File: src/design/ris_pkg.sv
`default_nettype none
// ----------------------------------------------------------------------------
// ris_pkg: shared types and codes for the record insertion sorter
// Transfer payloads, command codes and the record store access request.
// ----------------------------------------------------------------------------
package ris_pkg;

  localparam int WORD_W = 64;

  // command codes
  localparam logic [1:0] CMD_LOAD = 2'd0;
  localparam logic [1:0] CMD_SORT = 2'd1;
  localparam logic [1:0] CMD_READ = 2'd2;

  // result status codes
  localparam logic ST_DONE  = 1'b0;
  localparam logic ST_RANGE = 1'b1;

  typedef struct packed {
    logic [1:0]        cmd;
    logic [5:0]        record_index;
    logic [2:0]        word_index;
    logic [WORD_W-1:0] word_data;
    logic [6:0]        sort_count;
  } in_item_t;

  typedef struct packed {
    logic [WORD_W-1:0] read_word;
    logic              status;
  } out_item_t;

  // one access to the record store: word indices are within a record
  typedef struct packed {
    logic       key_we;
    logic       pay_we;
    logic [2:0] rd_kw;
    logic [2:0] rd_pw;
    logic [2:0] wr_kw;
    logic [2:0] wr_pw;
  } mem_req_t;

endpackage
`default_nettype wire

File: src/design/ris_sorter.sv
`default_nettype none
// ----------------------------------------------------------------------------
// ris_sorter: insertion sort sequencer
// Holds the record being inserted, walks it down word by word through the
// store, shifting larger records up one slot.
// ----------------------------------------------------------------------------
module ris_sorter #(
  parameter int MAX_RECORDS   = 64,
  parameter int KEY_WORDS     = 4,
  parameter int PAYLOAD_WORDS = 2,
  localparam int RW = $clog2(MAX_RECORDS)
) (
  input  wire logic                       clk,
  input  wire logic                       rst_n,
  input  wire logic                       start,
  input  wire logic [6:0]                 count,
  output logic                            done,
  output ris_pkg::mem_req_t               req,
  output logic      [RW-1:0]              rd_rec,
  output logic      [RW-1:0]              wr_rec,
  output logic      [ris_pkg::WORD_W-1:0] wr_kdata,
  output logic      [ris_pkg::WORD_W-1:0] wr_pdata,
  input  wire logic [ris_pkg::WORD_W-1:0] kq,
  input  wire logic [ris_pkg::WORD_W-1:0] pq
);

  localparam int NW  = (KEY_WORDS > PAYLOAD_WORDS) ? KEY_WORDS : PAYLOAD_WORDS;
  localparam int CW  = $clog2(MAX_RECORDS + 1);
  localparam int KIW = (KEY_WORDS > 1) ? $clog2(KEY_WORDS) : 1;
  localparam int PIW = (PAYLOAD_WORDS > 1) ? $clog2(PAYLOAD_WORDS) : 1;

  typedef enum logic [4:0] {
    S_IDLE  = 5'b00001,
    S_TLOAD = 5'b00010,
    S_CMP   = 5'b00100,
    S_MOVE  = 5'b01000,
    S_PUT   = 5'b10000
  } sort_st_t;

  sort_st_t st_r, st_nxt;
  logic [RW-1:0] i_r, i_nxt;
  logic [RW-1:0] j_r, j_nxt;
  logic [CW-1:0] cnt_r, cnt_nxt;
  logic [2:0]    wc_r, wc_nxt;    // issue word counter
  logic          iss_r, iss_nxt;  // reads still to issue
  logic [2:0]    wd_r, wd_nxt;    // word index of data arriving now
  logic          dv_r, dv_nxt;    // read data valid this cycle

  logic [ris_pkg::WORD_W-1:0] tk_r [KEY_WORDS];
  logic [ris_pkg::WORD_W-1:0] tp_r [PAYLOAD_WORDS];

  logic [2:0]    kwc, pwc;
  logic          wc_is_key, wc_is_pay, wd_is_key, wd_is_pay;
  logic [RW-1:0] jm1;
  logic [ris_pkg::WORD_W-1:0] tkw;
  logic          last_nw, last_k, wd_last_nw, wd_last_k;

  assign wc_is_key  = {1'b0, wc_r} < 4'(KEY_WORDS);
  assign wc_is_pay  = {1'b0, wc_r} < 4'(PAYLOAD_WORDS);
  assign wd_is_key  = {1'b0, wd_r} < 4'(KEY_WORDS);
  assign wd_is_pay  = {1'b0, wd_r} < 4'(PAYLOAD_WORDS);
  assign kwc        = wc_is_key ? wc_r : 3'(KEY_WORDS - 1);
  assign pwc        = wc_is_pay ? wc_r : 3'(PAYLOAD_WORDS - 1);
  assign jm1        = j_r - RW'(1);
  assign tkw        = tk_r[wd_r[KIW-1:0]];
  assign last_nw    = wc_r == 3'(NW - 1);
  assign last_k     = wc_r == 3'(KEY_WORDS - 1);
  assign wd_last_nw = wd_r == 3'(NW - 1);
  assign wd_last_k  = wd_r == 3'(KEY_WORDS - 1);

  always_comb begin
    st_nxt   = st_r;
    i_nxt    = i_r;
    j_nxt    = j_r;
    cnt_nxt  = cnt_r;
    wc_nxt   = wc_r;
    iss_nxt  = iss_r;
    wd_nxt   = wd_r;
    dv_nxt   = 1'b0;
    done     = 1'b0;
    req      = '0;
    req.rd_kw = kwc;
    req.rd_pw = pwc;
    rd_rec   = (st_r == S_TLOAD) ? i_r : jm1;
    wr_rec   = j_r;
    wr_kdata = kq;
    wr_pdata = pq;

    // streaming reads for the read-driven states
    if ((st_r == S_TLOAD || st_r == S_CMP || st_r == S_MOVE) && iss_r) begin
      dv_nxt = 1'b1;
      wd_nxt = wc_r;
      wc_nxt = wc_r + 3'd1;
      if ((st_r == S_CMP) ? last_k : last_nw) begin
        iss_nxt = 1'b0;
      end
    end

    case (st_r)
      S_IDLE: begin
        if (start) begin
          i_nxt   = RW'(1);
          cnt_nxt = CW'(count);
          st_nxt  = S_TLOAD;
          wc_nxt  = 3'd0;
          iss_nxt = 1'b1;
        end
      end
      S_TLOAD: begin
        if (dv_r && wd_last_nw) begin
          j_nxt   = i_r;
          st_nxt  = S_CMP;
          wc_nxt  = 3'd0;
          iss_nxt = 1'b1;
          dv_nxt  = 1'b0;
        end
      end
      S_CMP: begin
        // stored key strictly greater: shift it up; otherwise slot found
        if (dv_r && (kq != tkw || wd_last_k)) begin
          st_nxt  = (kq > tkw) ? S_MOVE : S_PUT;
          wc_nxt  = 3'd0;
          iss_nxt = 1'b1;
          dv_nxt  = 1'b0;
        end
      end
      S_MOVE: begin
        req.key_we = dv_r && wd_is_key;
        req.pay_we = dv_r && wd_is_pay;
        req.wr_kw  = wd_r;
        req.wr_pw  = wd_r;
        if (dv_r && wd_last_nw) begin
          j_nxt   = jm1;
          st_nxt  = (jm1 == '0) ? S_PUT : S_CMP;
          wc_nxt  = 3'd0;
          iss_nxt = 1'b1;
          dv_nxt  = 1'b0;
        end
      end
      S_PUT: begin
        req.key_we = wc_is_key;
        req.pay_we = wc_is_pay;
        req.wr_kw  = wc_r;
        req.wr_pw  = wc_r;
        wr_kdata   = tk_r[kwc[KIW-1:0]];
        wr_pdata   = tp_r[pwc[PIW-1:0]];
        wc_nxt     = wc_r + 3'd1;
        if (last_nw) begin
          wc_nxt  = 3'd0;
          iss_nxt = 1'b1;
          if (CW'(i_r) + CW'(1) == cnt_r) begin
            done   = 1'b1;
            st_nxt = S_IDLE;
          end else begin
            i_nxt  = i_r + RW'(1);
            st_nxt = S_TLOAD;
          end
        end
      end
      default: begin
        st_nxt = S_IDLE;
      end
    endcase
  end

  always_ff @(posedge clk) begin
    if (!rst_n) begin
      st_r  <= S_IDLE;
      iss_r <= 1'b0;
      dv_r  <= 1'b0;
      wc_r  <= 3'd0;
    end else begin
      st_r  <= st_nxt;
      iss_r <= iss_nxt;
      dv_r  <= dv_nxt;
      wc_r  <= wc_nxt;
    end
  end

  always_ff @(posedge clk) begin
    i_r   <= i_nxt;
    j_r   <= j_nxt;
    cnt_r <= cnt_nxt;
    wd_r  <= wd_nxt;
  end

  // record being inserted
  always_ff @(posedge clk) begin
    if (st_r == S_TLOAD && dv_r) begin
      if (wd_is_key) begin
        tk_r[wd_r[KIW-1:0]] <= kq;
      end
      if (wd_is_pay) begin
        tp_r[wd_r[PIW-1:0]] <= pq;
      end
    end
  end

endmodule
`default_nettype wire

File: config.mk
export PLATFORM = sky130hd
export DESIGN_NAME = ris_sorter
export DESIGN_NICKNAME = d
export VERILOG_FILES = /design/src/design/ris_pkg.sv /design/src/design/ris_sorter.sv
export SDC_FILE = /design/constraint.sdc
export NUM_CORES = 1
export LEC_CHECK = 0
export ABC_CLOCK_PERIOD_IN_PS = 9600
export BUFFER_PORTS_ARGS = -buffer_cell sky130_fd_sc_hd__buf_4
export CAP_MARGIN = 25
export CORE_MARGIN = 3
export CORE_UTILIZATION = 58
export CTS_CLUSTER_SIZE = 20
export DETAILED_ROUTE_END_ITERATION = 6
export PLACE_DENSITY_LB_ADDON = 0.05
export SYNTH_ARGS = -nofsm -noshare
export SYNTH_HDL_FRONTEND = slang
export SYNTH_SLANG_ARGS = --single-unit
File: constraint.sdc
create_clock -name clk -period 9.6 [get_ports clk]
set_input_delay 0.96 -clock clk [delete_from_list [all_inputs] [get_ports clk]]
set_output_delay 0.96 -clock clk [all_outputs]
set_load 0.1 [all_outputs]
==> out/qor.csv <==
stage,metric,value,unit
detailed_routing,routed_via_density,5.82,
floorplanning,rows,68,
setup_path,path_delay_family,buffers and inverters,
layout,final_core_util,70.2,%
detailed_routing,drc,0,
synth,synth_seq_cells,418,
setup_path,criticalPathCategory,reg2out,
layout,fin_area,24400,um2
layout,syn_to_final_growth,18.6,%
timing,drv_slew,0,
clock_tree,cts_root_buf,clkbuf_16,
timing,fin_crit,4.86,ns
synth,yosysWarnings,0,
clock_tree,clk_path_buf_depth,3,
power,leakage,9.68,nW
synth,synthFlopType,edfxtp_1,
clock_tree,insertion_delay,0.53,ns
clock_tree,clk_pin_slew_worst_paths,0.06,ns
timing,setup_tns,0,ns
layout,fillers,2448,
setup_path,path_cells,nor2_4 > buf_4 > inv_2 > nor2_4 > buf_4 > mux2i_1 > o21ai_0 > buf_4,
placement,pre_cts_slack,5.30,ns
timing,finalCritPeriodShare,50.7,%
placement,placed_cell_area,23100,um2
timing,worstMarginPinSlew,1.05,ns
setup_path,cp-start-kind,flip-flop,
synth,yosysTopAreaCell,edfxtp_1,
placement,dp_cells,2279,
layout,drive_gt1_share,26.7,%
global_route,grt_first_pass_wirelength,75.1,mm
floorplanning,die_y,194,um
synth,syn_area,20600,um2
timing,fmax,0.206,GHz
clock_tree,cts_tree,yes,
layout,stdcell_count,2358,
floorplanning,die_area,37800,um2
global_route,top_usage_layer,met2,
setup_path,crit_path_frequent_cell,buf_4,
setup_path,critical_path.endpoint_type,output pin,
synth,syn_inst,1618,
global_route,use_met3,4.40,%
setup_path,rrSetupSlack,5.45,ns
synth,async_reset_ff_share,0,%
timing,grt_setup_unrepaired,no,
power,cellPowerDensity,179,nW/um2
setup_path,worst-path-buf-inv,4,
synth,synth-edff-count,406,
layout,finalNetCount,2080,
floorplanning,ios,293,
global_route,grt_overflow,0,
min_path,min_from,iss_r,
timing,holdWs,0.546,ns
detailed_routing,finalWirelength,47.8,mm
layout,n_antenna_cell,0,
synth,netlist.area_leader.share,59.2,%
floorplanning,start_util,59.2,%
clock_tree,cts_sinks,418,
synth,synth.distinct_cells,64,
timing,hold_viol,0,
synth,synth_commonest_cells,"406 x edfxtp_1, 290 x nand2_1, 209 x o21ai_0",
detailed_routing,drt_first_pass_iters,5,
synth,post_synth.cell_area_avg,12.7,um2
clock_tree,cts_htree_levels,2,
synth,synth_area_leaders,"edfxtp_1 59%, mux4_2 7.0%, nand2_1 5.3%, o21ai_0 5.1%, ha_1 4.3%",
global_route,grt_pass1_vias,13589,
global_route,grtUsageMet1,34.4,%
clock_tree,ctsResizeCount,0,
setup_path,slowest_stage,buf_4,
setup_path,worstPathArrival,3.90,ns
power,fin_total_pwr,4.37,mW
synth,synth.most_common_cell,edfxtp_1,
setup_path,timing.critical_path.from,wc_r[2],
setup_path,slowest_delay,0.78,ns
placement,portBuffers,289,
timing,fin_worst_skew,0.0111,ns
detailed_routing,num_vias,13727,
global_route,track_usage,24.9,%
global_route,grt_antenna_before_repair,1,
detailed_routing,wire_per_inst,20.3,um
clock_tree,post_cts_buffers,0,
global_route,use_met2,41.4,%
synth,seq_area_frac_synth,60.4,%
setup_path,cp_max_fo,65,
timing,relSlewSlack,29.9,%
timing,setup_violations,0,
clock_tree,ctsHoldBuffers,0,
power,irDropWorstVdd,144,uV
status,status,finished clean,
placement,hpwl,29.9,mm
timing,fin_ws,4.74,ns
min_path,hold_class,reg2reg,
detailed_routing,ant_nets,0,
floorplanning,core-area,34800,um2
global_route,grt_max_degree,109,
job,maxCapViolCount,0,
clock_tree,numCtsBuffers,43,
detailed_routing,first_iter_violations,941,
placement,place_congestion,0.805,
floorplanning,fp.dieW,194,um
setup_path,required,8.64,ns
-- final timing paths --
| path | cells after the start | end |
|---|---|---|
| setup / recovery | 8 | wr_pdata[44] |
| hold / removal | 2 | iss_r |
| setup reg to reg | 11 | iss_r |
| hold reg to reg | 2 | iss_r |
-- flip-flops by register name, indices dropped and copies added (netlist names), named ones only --
signal and cells:
tk_r 256, wc_r 3, wd_r 3, dv_r 1, i_r 6, st_r 5
wr_rec 6, iss_r 1, cnt_r 7, tp_r 128
-- worst register-to-register path, delay by kind of cell, from the launching register on --
family	cells	cell delay [ns]
AO/OA/AOI/OAI	2	0.41
adder cells (fa/ha/maj)	1	0.19
AND/OR/NAND/NOR	5	1.27
buffers and inverters	2	0.77
multiplexers	1	0.61
flip-flops	1	0.80
-- where the power goes --
part	switching (mW)	leakage, nW	internal, mW
Sequential	0.0374	3.75	2.03
Combinational	0.540	5.33	0.267
Clock	0.645	0.597	0.853
-- cell usage in the layout, fill, tap and decap left out, drive strengths merged, types with 37 or more instances in the layout --
cell and n:
mux2i 64, inv 78, buf 307, nand3 80
nand2 290, edfxtp 406, clkbuf 62, a21oi 37
mux2 65, ha 70, mux4 64, o21ai 209
-- kinds of logic (layout without fill, tap and decap cells) --
group	Yosys count	in the layout	synth area share [%]
and+or+nand+nor	457	457	9.78
xor gates and xnor gates	13	13	0.620
adders and majority gates	70	70	4.25
AOI/OAI and AO/OA	289	289	7.85
buffers and inverters	177	460	3.47
other	1	3	0.0182
DFF	418	418	60.4
muxes	193	193	13.7
-- routing by layer --
layer  up-vias  wire (um)
met2       459      23300
met4         2       1180
met5         -         13
li1       6547          -
met1      6645      20100
met3        74       3230
-- area by class of cell --
| class | instances | area [um2] | area share [%] |
|---|---|---|---|
| clock inverters | 14 | 87.6 | 0.359 |
| well taps | 455 | 569 | 2.33 |
| inverters | 77 | 289 | 1.18 |
| clock buffers | 62 | 1150 | 4.70 |
| multi-input cells | 1025 | 7530 | 30.8 |
| repair buffers | 307 | 2360 | 9.65 |
| flip-flops and latches | 418 | 12400 | 50.9 |
Note: power is estimated with default switching activity, not from simulation.
